<file path="src/rtl/core/sba_pkg.sv">
package sba_pkg;

    typedef enum logic [2:0] {
        ACT_ADD = 3'd0,
        ACT_SUB = 3'd1,
        ACT_MUL = 3'd2,
        ACT_DIV = 3'd3,
        ACT_REM = 3'd4
    } act_t;

    // Restoring-division steps done by each divider stage.
    localparam int DIV_STEPS = 4;

    typedef struct packed {
        logic [2:0]        action;
        logic signed [7:0] operand_a;
        logic signed [7:0] operand_b;
    } req_t;

    typedef struct packed {
        logic signed [7:0] result;
        logic              div_by_zero;
    } rsp_t;

    // Everything one word carries between pipeline stages.
    typedef struct packed {
        logic       valid;
        act_t       action;
        logic       sign_a;
        logic       sign_b;
        logic       dz;
        logic [7:0] den;
        logic [7:0] num;
        logic [7:0] rem;
        logic [7:0] quo;
        logic [7:0] arith;
    } pipe_t;

endpackage

</file>
<file path="src/rtl/core/signed_byte_alu_top.sv">
// Signed 8-bit ALU: add, subtract, multiply, divide and remainder.
// A command word (req) is taken at a rising edge where start is high and
// busy is low. busy never rises, so a new word may be issued every cycle.
// Each word yields one response word (rsp) that is shown for exactly one
// cycle with done high; the receiver cannot hold it off.
// The pipeline runs through operand preparation, two divider stages of four
// restoring steps each, and the sign-correction/select output register.
// Throughput is one word per cycle; the 4-stage pipeline sets the latency.
// Divide and remainder by zero give result 0 with div_by_zero set.
// Unused action codes give result 0 with div_by_zero clear.
// Reset clears all valid bits, so words in flight are dropped and done
// stays low until a new word has passed the pipeline.
module signed_byte_alu_top
    import sba_pkg::*;
(
    input  logic clk,
    input  logic rst_n,
    input  logic start,
    output logic busy,
    input  req_t req,
    output logic done,
    output rsp_t rsp
);

    pipe_t s1;
    pipe_t s2;
    pipe_t s3;

    assign busy = 1'b0;

    sba_prep u_prep (
        .clk       (clk),
        .rst_n     (rst_n),
        .load      (start && !busy),
        .req       (req),
        .stage_out (s1)
    );

    sba_div_stage u_div_hi (
        .clk       (clk),
        .rst_n     (rst_n),
        .stage_in  (s1),
        .stage_out (s2)
    );

    sba_div_stage u_div_lo (
        .clk       (clk),
        .rst_n     (rst_n),
        .stage_in  (s2),
        .stage_out (s3)
    );

    sba_finish u_finish (
        .clk      (clk),
        .rst_n    (rst_n),
        .stage_in (s3),
        .done     (done),
        .rsp      (rsp)
    );

    a_latency: assert property (@(posedge clk) disable iff (!rst_n)
        start |-> ##4 done)
        else $error("accepted word did not complete after four cycles");

    a_no_phantom: assert property (@(posedge clk) disable iff (!rst_n)
        done |-> $past(start, 4))
        else $error("response without a matching command");

    a_dz_zero: assert property (@(posedge clk) disable iff (!rst_n)
        (done && rsp.div_by_zero) |-> (rsp.result == 8'sd0))
        else $error("zero-divisor response carries a nonzero result");

    a_dz_action: assert property (@(posedge clk) disable iff (!rst_n)
        (start && ((req.action == ACT_ADD) || (req.action == ACT_SUB) ||
                   (req.action == ACT_MUL))) |-> ##4 !rsp.div_by_zero)
        else $error("div_by_zero raised for a non-divide operation");

endmodule

</file>
<file path="src/rtl/core/sba_prep.sv">
module sba_prep
    import sba_pkg::*;
(
    input  logic  clk,
    input  logic  rst_n,
    input  logic  load,
    input  req_t  req,
    output pipe_t stage_out
);

    pipe_t      stage_reg;
    pipe_t      stage_next;
    logic [7:0] a_u;
    logic [7:0] b_u;
    logic [15:0] prod;

    always_comb
    begin
        a_u  = req.operand_a;
        b_u  = req.operand_b;
        // The low byte of the raw product equals the low byte of the signed product.
        prod = a_u * b_u;

        stage_next.valid  = load;
        stage_next.action = act_t'(req.action);
        stage_next.sign_a = a_u[7];
        stage_next.sign_b = b_u[7];
        stage_next.den    = b_u[7] ? 8'(-b_u) : b_u;
        stage_next.num    = a_u[7] ? 8'(-a_u) : a_u;
        stage_next.rem    = 8'd0;
        stage_next.quo    = 8'd0;
        stage_next.dz     = (b_u == 8'd0) &&
                            ((req.action == ACT_DIV) || (req.action == ACT_REM));
        case (act_t'(req.action))
            ACT_ADD: stage_next.arith = a_u + b_u;
            ACT_SUB: stage_next.arith = a_u - b_u;
            ACT_MUL: stage_next.arith = prod[7:0];
            default: stage_next.arith = 8'd0;
        endcase
    end

    always_ff @(posedge clk or negedge rst_n)
    begin
        if (!rst_n)
        begin
            stage_reg <= '0;
        end
        else
        begin
            stage_reg <= stage_next;
        end
    end

    assign stage_out = stage_reg;

endmodule

</file>
<file path="src/rtl/core/sba_div_stage.sv">
module sba_div_stage
    import sba_pkg::*;
(
    input  logic  clk,
    input  logic  rst_n,
    input  pipe_t stage_in,
    output pipe_t stage_out
);

    pipe_t stage_reg;
    pipe_t stage_next;

    // Partial remainder stays below the divisor (at most 128), so
    // shifting in one bit never overflows eight bits.
    always_comb
    begin
        stage_next = stage_in;
        for (int i = 0; i < DIV_STEPS; i++)
        begin
            stage_next.rem = {stage_next.rem[6:0], stage_next.num[7]};
            stage_next.num = {stage_next.num[6:0], 1'b0};
            if (stage_next.rem >= stage_next.den)
            begin
                stage_next.rem = stage_next.rem - stage_next.den;
                stage_next.quo = {stage_next.quo[6:0], 1'b1};
            end
            else
            begin
                stage_next.quo = {stage_next.quo[6:0], 1'b0};
            end
        end
    end

    always_ff @(posedge clk or negedge rst_n)
    begin
        if (!rst_n)
        begin
            stage_reg <= '0;
        end
        else
        begin
            stage_reg <= stage_next;
        end
    end

    assign stage_out = stage_reg;

endmodule

</file>
<file path="src/rtl/core/sba_finish.sv">
module sba_finish
    import sba_pkg::*;
(
    input  logic  clk,
    input  logic  rst_n,
    input  pipe_t stage_in,
    output logic  done,
    output rsp_t  rsp
);

    logic done_reg;
    rsp_t rsp_reg;
    rsp_t rsp_next;

    always_comb
    begin
        rsp_next.div_by_zero = stage_in.dz;
        case (stage_in.action)
            ACT_ADD, ACT_SUB, ACT_MUL:
                rsp_next.result = stage_in.arith;
            ACT_DIV:
                if (stage_in.dz)
                    rsp_next.result = 8'sd0;
                else if (stage_in.sign_a ^ stage_in.sign_b)
                    rsp_next.result = 8'(-stage_in.quo);
                else
                    rsp_next.result = stage_in.quo;
            ACT_REM:
                if (stage_in.dz)
                    rsp_next.result = 8'sd0;
                else if (stage_in.sign_a)
                    rsp_next.result = 8'(-stage_in.rem);
                else
                    rsp_next.result = stage_in.rem;
            default:
                rsp_next.result = 8'sd0;
        endcase
    end

    always_ff @(posedge clk or negedge rst_n)
    begin
        if (!rst_n)
        begin
            done_reg <= 1'b0;
        end
        else
        begin
            done_reg <= stage_in.valid;
        end
    end

    always_ff @(posedge clk)
    begin
        rsp_reg <= rsp_next;
    end

    assign done = done_reg;
    assign rsp  = rsp_reg;

endmodule
</file>
<file path="config.mk">
export PLATFORM = sky130hd
export DESIGN_NAME = signed_byte_alu_top
export DESIGN_NICKNAME = d
export VERILOG_FILES = /design/src/rtl/core/sba_pkg.sv /design/src/rtl/core/signed_byte_alu_top.sv /design/src/rtl/core/sba_prep.sv /design/src/rtl/core/sba_div_stage.sv /design/src/rtl/core/sba_finish.sv
export SDC_FILE = /design/constraint.sdc
export NUM_CORES = 1
export LEC_CHECK = 0
export ABC_AREA = 1
export BUFFER_PORTS_ARGS = -buffer_cell sky130_fd_sc_hd__buf_2
export CAP_MARGIN = 30
export CELL_PAD_IN_SITES_DETAIL_PLACEMENT = 0
export CELL_PAD_IN_SITES_GLOBAL_PLACEMENT = 2
export CORE_ASPECT_RATIO = 1.4
export CORE_MARGIN = 2
export CORE_UTILIZATION = 35
export DETAILED_ROUTE_END_ITERATION = 10
export PLACE_DENSITY = 0.81
export SYNTH_ARGS = -nofsm -noshare
export SYNTH_HDL_FRONTEND = slang
export SYNTH_SLANG_ARGS = --single-unit
</file>
<file path="constraint.sdc">
create_clock -name clk -period 6 [get_ports clk]
set_clock_uncertainty 0.15 [all_clocks]
set_input_delay 0.6 -clock clk [delete_from_list [all_inputs] [get_ports clk]]
set_output_delay 0.6 -clock clk [all_outputs]
set_load 0.02 [all_outputs]
</file>
== After elaboration in Yosys (flattened, before gate mapping) ==
Index checks and enable logic that the tools add are counted.
Word-level totals
  register bits: 110
  bits in latches: 0
  bits in writable memories: 0
  memory bits (read-only): 0
  input bits: 22
  output and inout port bits: 11
  memories kept: 0
Operators by class
  add/subtract/negate cells: 14
  multiply operators: 1
  divide/modulo/power cells: 0
  $lt $le $gt $ge: 8
  equality and inequality tests: 8
  shift-type cells: 0
  muxes and demuxes: 24
  bitwise gates (word level): 1
  reductions and logical operators: 6
Operators with widths (count)
  $ge 8x8->1: 7
  $mux 8: 7
  $mux 7: 7
  $pmux 8 s3: 2
  $sub 7x7->7: 6
  $neg 8->8: 4
  $sub 8x8->8: 2
  $eq 3x2->1 const B: 4
  $add 8x8->8: 1
  $ge 1x8->1: 1
  $logic_not 8->1: 1
  $mul 8x8->8: 1
  $mux 1: 8
  $sub 1x7->7: 1
  $eq 3x1->1 const B: 2
  $eq 3x3->1 const B: 2
  $logic_not 3->1: 2
  $reduce_or 3->1: 1
  $logic_and 1x1->1: 1
  $logic_or 1x1->1: 1
  $xor 1x1->1: 1

== Logic depth before layout (Yosys ltp) ==
Gate-level depths: netlist of the first run.
  word-level depth: 8
  gate-level depth with buffers: 40
  mapped depth without buffers: 39

== Hierarchy ==
Synthesis of the first run repeated with hierarchy kept, for this count alone.
Unflattened totals
  cell total of the unflattened synthesis: 1204
  area total of the unflattened synthesis: 9465.3 um^2
By module, submodules not included
  sba_div_stage at u_div_lo: instances 1, cells an instance 353, area each 2945.3 um^2, seq. area each 1076.0 um^2
  sba_div_stage at u_div_hi: instances 1, cells an instance 350, area each 2909.0 um^2, seq. area each 1076.0 um^2
  sba_prep: instances 1, cells an instance 368, area each 2803.9 um^2, seq. area each 775.7 um^2
  sba_finish: instances 1, cells an instance 131, area each 795.8 um^2, seq. area each 205.2 um^2
  signed_byte_alu_top: instances 1, cells an instance 2, area each 11.3 um^2, seq. area each 0.0 um^2

== Worst setup path after synthesis of the first run ==
OpenSTA, ideal clock, no wires.
  path type: reg2reg
  start: register u_div_hi.stage_reg (netlist bit u_div_hi.stage_out[33])
  end: register u_div_lo.stage_reg (netlist bit u_div_lo.stage_out[18])
  library setup time: 0.124 ns
  arrival: 5.246 ns
  data required time: 5.726 ns
  path slack: 0.480 ns
  cell stages (with the launch flop): 35
  buffers on the path: 1
  period minus slack after synthesis: 5.520 ns
  cells stage by stage: dfrtp_1 -> inv_1 -> fa_1 -> nand3_1 -> nand2_1 -> nand2_2 -> nand3_2 -> buf_6 -> or2_1 -> a21boi_1 -> ha_1 -> nand2_1 -> a21oi_1 -> nor2_1 -> nand2_1 -> nor2_4 -> or2_1 -> and2_1 -> inv_1 -> ha_1 -> nand2_2 -> o21ai_2 -> nand2_2 -> nand3_4 -> inv_6 -> or2_0 -> and2_1 -> ha_1 -> nand2_1 -> o21ai_1 -> nand2_1 -> nand3_2 -> inv_2 -> o211ai_1 -> nand2_1
RTL lines
  start: declaration: RTL line sba_div_stage.sv:10  | pipe_t stage_reg;
  start signal: assignment: RTL line sba_div_stage.sv:42  | stage_reg <= stage_next;
  end signal: assignment: RTL line sba_div_stage.sv:42
  end: declaration: RTL line sba_div_stage.sv:10

==> impl_metrics.csv, run 1 <==
group,metric,value,unit
setup_path,critPathKind,"reg2reg",
final_layout,final_area,0.009515,mm^2
status,outcome,"finished clean",
clock_network,cts_made_buffers,9,
worst_hold_path,min_path_type,"in2async",
floorplanning,io_pins,33,
sta,hold-worst-slack,0.01758,ns
setup_path,critPathRequiredTime,6.15,ns
sta,tightest_slew,0.8592,ns
clock_network,cts_sinks,110,
setup_path,cpPeakStageDelay,0.37,ns
logic_synthesis,ys_seq_elements,110,
logic_synthesis,syn_nets,1174,
logic_synthesis,postSynth.asyncResetShare,91.82,%
placed_design,io_buffer_count,31,
floorplanning,core,0.02320,mm^2
floorplanning,rows,66,
routing,drt_pass1_iterations,4,
grt,globalRouteTotalUtil,17.02,%
placed_design,pre_cts_ws,-0.04234,ns
final_layout,largest_reg_flops,38,
final_layout,nNetsFinal,1241,
setup_path,cp-end-kind,"flop",
final_layout,fillCellCount,2391,
clock_network,clock_path_buffers,2,
routing,avgRoutedWirePerCell,14.24,um
grt,grt-ovfl-total,0,
flow_run,maxCapViolCount,0,
final_layout,drive_gt1_share,14.95,%
grt,grt_pass1_vias,6708,
floorplanning,die_area,0.02480,mm^2
sta,rsz0062_at_grt,"yes",
routing,routed_wirelength,20.26,mm
routing,via_count,6655,
logic_synthesis,syn-mean-instance-area,7.886,um^2
clock_network,cts-root-buf,"clkbuf_16",
setup_path,ff2ff_setup_slack,0.29,ns
clock_network,cts_max_level,3,
final_layout,final_cells,1423,
logic_synthesis,yosysWarnings,0,
setup_path,cp.arrival,5.86,ns
sta,fmax,175.2,MHz
clock_network,clkTransAtPathRegs,0.08,ns
placed_design,dp_hpwl,16.43,mm
sta,slew_headroom,42.72,%
logic_synthesis,netlist_area,0.008240,mm^2
routing,vias_per_cell,4.677,
placed_design,place.gp.congestion,0.8217,
placed_design,dp.cells,1401,
logic_synthesis,synthCells,1045,
placed_design,place_area,0.008949,mm^2
floorplanning,start_util,35.51,%
grt,grt_pass1_wl,32.94,mm
sta,report.final.hold_viol_count,0,
sta,finalCriticalPeriod,5.708,ns
setup_path,cp_slowest_cell,"ha_2",
clock_network,clock_latency,0.35,ns
floorplanning,die_h,185.6,um
clock_network,tritoncts,"done",
final_layout,syn_to_final_growth,15.47,%
logic_synthesis,synth-edff-count,0,
logic_synthesis,synth_cell_types,50,
routing,antenna_left,0,
final_layout,antenna_cells,0,
floorplanning,die_w,133.7,um
routing,drtIter0Drc,229,
setup_path,crit_path_start_kind,"flop",
logic_synthesis,synth_ff_type,"dfrtp_1",
setup_path,critPathMaxFanout,8,
final_layout,layout_common_cells,"245 x nand2_1, 180 x inv_1, 101 x dfrtp_1",
grt,grt_antenna_before_repair,0,
sta,fin_crit_sh,95.14,%
sta,drv_slew,0,
grt,grt_max_degree,72,
routing,drcViolationCount,0,
logic_synthesis,ys_seq_area_share,32.86,%
sta,finalSetupViolCount,0,
final_layout,mostFrequentLayoutCell,"nand2_1",
sta,final.setup.worst_slack,0.2917,ns
[cell usage after synthesis, types with 4 or more instances]
| cell type | count | share of area (%) |
|---|---|---|
| a21o_1 | 5 | 0.46 |
| a21oi_1 | 53 | 3.2 |
| and2_1 | 10 | 0.76 |
| buf_2 | 10 | 0.61 |
| dfrtp_1 | 101 | 31 |
| dfxtp_1 | 9 | 2.2 |
| fa_1 | 20 | 4.9 |
| ha_1 | 87 | 13 |
| inv_1 | 180 | 8.2 |
| nand2_1 | 250 | 11 |
| nand2_2 | 11 | 0.84 |
| nand3_1 | 75 | 4.6 |
| nand3_2 | 12 | 1.5 |
| nand4_1 | 15 | 1.1 |
| nor2_1 | 30 | 1.4 |
| nor3_1 | 18 | 1.1 |
| o211ai_1 | 9 | 0.82 |
| o21a_1 | 5 | 0.46 |
| o21ai_0 | 38 | 2.3 |
| o21ai_1 | 4 | 0.24 |
| o21ai_2 | 6 | 0.64 |
| or2_2 | 13 | 0.99 |
| xnor2_1 | 17 | 1.8 |
| xor2_1 | 29 | 3.1 |
[cell families after synthesis]
| group | count (synthesis) | share of synthesized area [%] |
|---|---|---|
| AOI/OAI and AO/OA | 137 | 9.854 |
| xor gates and xnor gates | 46 | 4.889 |
| adders and majority gates | 107 | 18.07 |
| buffers and inverters | 198 | 9.460 |
| DFF | 110 | 32.86 |
| other | 1 | 0.04551 |
| and+or+nand+nor | 446 | 24.83 |
[worst paths after layout]
path / start / to / cells past startpoint
max reg2reg: u_div_hi.stage_out[31] / u_div_lo.stage_out[18] / 35
min in group clk: start / u_prep.stage_out[46] / 1
max: u_div_hi.stage_out[31] / u_div_lo.stage_out[18] / 35
min: rst_n / u_prep.stage_out[45] / 1
min reg2reg: u_div_hi.stage_out[8] / u_div_lo.stage_out[12] / 0
max in group asynchronous: rst_n / u_prep.stage_out[36] / 2
[through the flow]
stage                     TNS [ns]  util [%]
after detailed placement  -0.07792     38.56
after floorplan                  0         -
after CTS                        0     39.95
after global routing      -0.08622     41.01
after global placement           0     38.56
final                            0     41.01
[critical path: cells and delay by family, from the launching register on]
family,cells,cell delay (ns)
AO/OA/AOI/OAI,5,0.69
buffers and inverters,6,0.55
adder cells (fa/ha/maj),5,1.47
AND/OR/NAND/NOR,19,2.43
flip-flops,1,0.36
[routing by layer]
metal,part of all wire (%),track usage (%),wire length [um]
met5,0,0,0
met3,1.2,1.607,248
met2,56,34.21,11290
met1,42,18.93,8427
met4,1.4,4.383,293
[what timing repair did]
action                     4_1_cts  5_1_grt
resized for setup                2       34
hold buffers                     0        0
pin swaps                        0        7
cloned                           0        1
setup endpoints to repair        7       11
buffers inserted                 0        4
[layout make-up]
cell class	count	area, um^2	area share [%]
Inverter	183	691.9	7.272
Multi-Input combinational cell	737	4966	52.19
Timing Repair Buffer	70	447.9	4.707
Timing Repair inverter	1	5.005	0.05260
Tap cell	306	382.9	4.024
Clock inverter	7	88.84	0.9336
Sequential cell	110	2708	28.45
Clock buffer	9	225.2	2.367
Power of run 1 is not shown: default switching activity piles up to over one toggle a cycle in this logic, so the estimate is an artifact.
==> inputs of run 2 (changes only) <==
- PLACE_DENSITY: 0.81 -> not set
- PLACE_DENSITY_LB_ADDON: not set -> 0.1
==> impl_metrics.csv, run 2 (same netlist as run 1, synthesis figures left out) <==
group,metric,value,unit
placed_design,place.gp.congestion,0.8357,
placed_design,io_buffer_count,31,
routing,antenna_left,0,
routing,drt_pass1_iterations,4,
sta,setup_tns,0,ns
clock_network,clkTransAtPathRegs,0.08,ns
routing,routed_wirelength,21.73,mm
routing,drtIter0Drc,260,
worst_hold_path,min_path_type,"in2async",
clock_network,hold_buffers,0,
final_layout,mostFrequentLayoutCell,"nand2_1",
clock_network,cts_max_level,3,
clock_network,cts_made_buffers,9,
routing,via_count,6724,
floorplanning,core,0.02320,mm^2
final_layout,final_cells,1435,
grt,grt_max_degree,61,
clock_network,cts-root-buf,"clkbuf_16",
status,outcome,"finished clean",
floorplanning,die_area,0.02480,mm^2
placed_design,dp.cells,1396,
final_layout,layout_common_cells,"245 x nand2_1, 175 x inv_1, 101 x dfrtp_1",
grt,grt.met3_usage,1.716,%
sta,finalSetupViolCount,0,
setup_path,cp_slowest_cell,"fa_2",
grt,globalRouteTotalUtil,18.20,%
setup_path,crit_top_cell,"nand2_1",
routing,vias_per_cell,4.686,
final_layout,antenna_cells,0,
routing,drcViolationCount,0,
setup_path,crit_path_start_kind,"flop",
placed_design,pre_cts_ws,-0.07101,ns
setup_path,cp-end-kind,"flop",
floorplanning,rows,66,
final_layout,nNetsFinal,1253,
final_layout,largest_reg_flops,38,
grt,top_usage_layer,"met2",
grt,met2_usage,35.05,%
clock_network,clock_path_buffers,2,
grt,grt_pass1_vias,6695,
clock_network,tritoncts,"done",
setup_path,cp.arrival,5.80,ns
sta,report.final.hold_viol_count,0,
setup_path,critPathMaxFanout,7,
setup_path,critPathRequiredTime,6.09,ns
sta,drv_slew,0,
floorplanning,die_h,185.6,um
sta,fmax,175.0,MHz
floorplanning,start_util,35.51,%
setup_path,cpPeakStageDelay,0.40,ns
final_layout,drive_gt1_share,17.45,%
clock_network,clock_latency,0.35,ns
clock_network,cts_sinks,110,
sta,final.setup.worst_slack,0.2871,ns
sta,slew_headroom,52.20,%
final_layout,syn_to_final_growth,17.70,%
sta,fin_crit_sh,95.21,%
grt,grt_pass1_wl,35.06,mm
floorplanning,die_w,133.7,um
floorplanning,io_pins,33,
grt,grt_antenna_before_repair,0,
sta,finalCriticalPeriod,5.713,ns
grt,grt-ovfl-total,0,
placed_design,dp_hpwl,17.29,mm
sta,tightest_slew,0.7170,ns
setup_path,critPathKind,"reg2reg",
flow_run,maxCapViolCount,0,
routing,avgRoutedWirePerCell,15.14,um
grt,met1_usage,21.51,%
run 2: stage by stage:
step	utilization, %	cell area [um^2]	hold slack [ns]
2_1_floorplan	-	8240	0.1544
3_3_place_gp	38.40	8911	0.1820
3_5_place_dp	38.40	8911	0.1847
4_1_cts	39.68	9208	0.1078
5_1_grt	41.80	9699	0.1213
6_report	41.80	9699	0.08646
run 2: critical path: cells and delay by family (launching register included):
kind / cells / cell delay (ns)
AOI/OAI and AO/OA: 5 / 0.65
xor gates and xnor gates: 1 / 0.16
and+or+nand+nor: 18 / 2.40
adders and majority gates: 5 / 1.41
DFF: 1 / 0.37
buffers and inverters: 5 / 0.47
run 2: final timing paths:
kind | slack [ns] | startpoint | depth (start not counted) | endpoint
setup / recovery | 0.29 | u_div_hi.stage_out[31] | 34 | u_div_lo.stage_out[16]
hold / removal | 0.09 | rst_n | 1 | u_div_lo.stage_out[40]
setup reg to reg | 0.29 | u_div_hi.stage_out[31] | 34 | u_div_lo.stage_out[16]
hold reg to reg | 0.20 | u_div_hi.stage_out[42] | 0 | u_div_lo.stage_out[42]
max in group asynchronous | 4.46 | rst_n | 2 | u_div_lo.stage_out[13]
min in group clk | 0.20 | start | 1 | u_prep.stage_out[46]
run 2: final cells by class:
class	count	area (um^2)
clock inverters	7	66.31
repair inverters	2	11.26
flip-flops and latches	110	2708
multi-input cells	737	5062
repair buffers	81	540.5
fillers	2439	13510
clock buffers	9	225.2
inverters	183	703.2
well taps	306	382.9
run 2: repair_timing:
action                                  in CTS  in global routing
pin swaps                                    0                 24
gates resized for setup                      1                 65
setup buffers                                0                 21
endpoints found under the setup margin       8                 16
gates cloned                                 0                  2
run 2: layer usage:
layer  part of all wire, %  wire [um]
met1                    43       9412
met2                    54      11740
met3                   1.2        260
met4                   1.4        309
met5                     0          0
Power of run 2 is left out for the same reason.
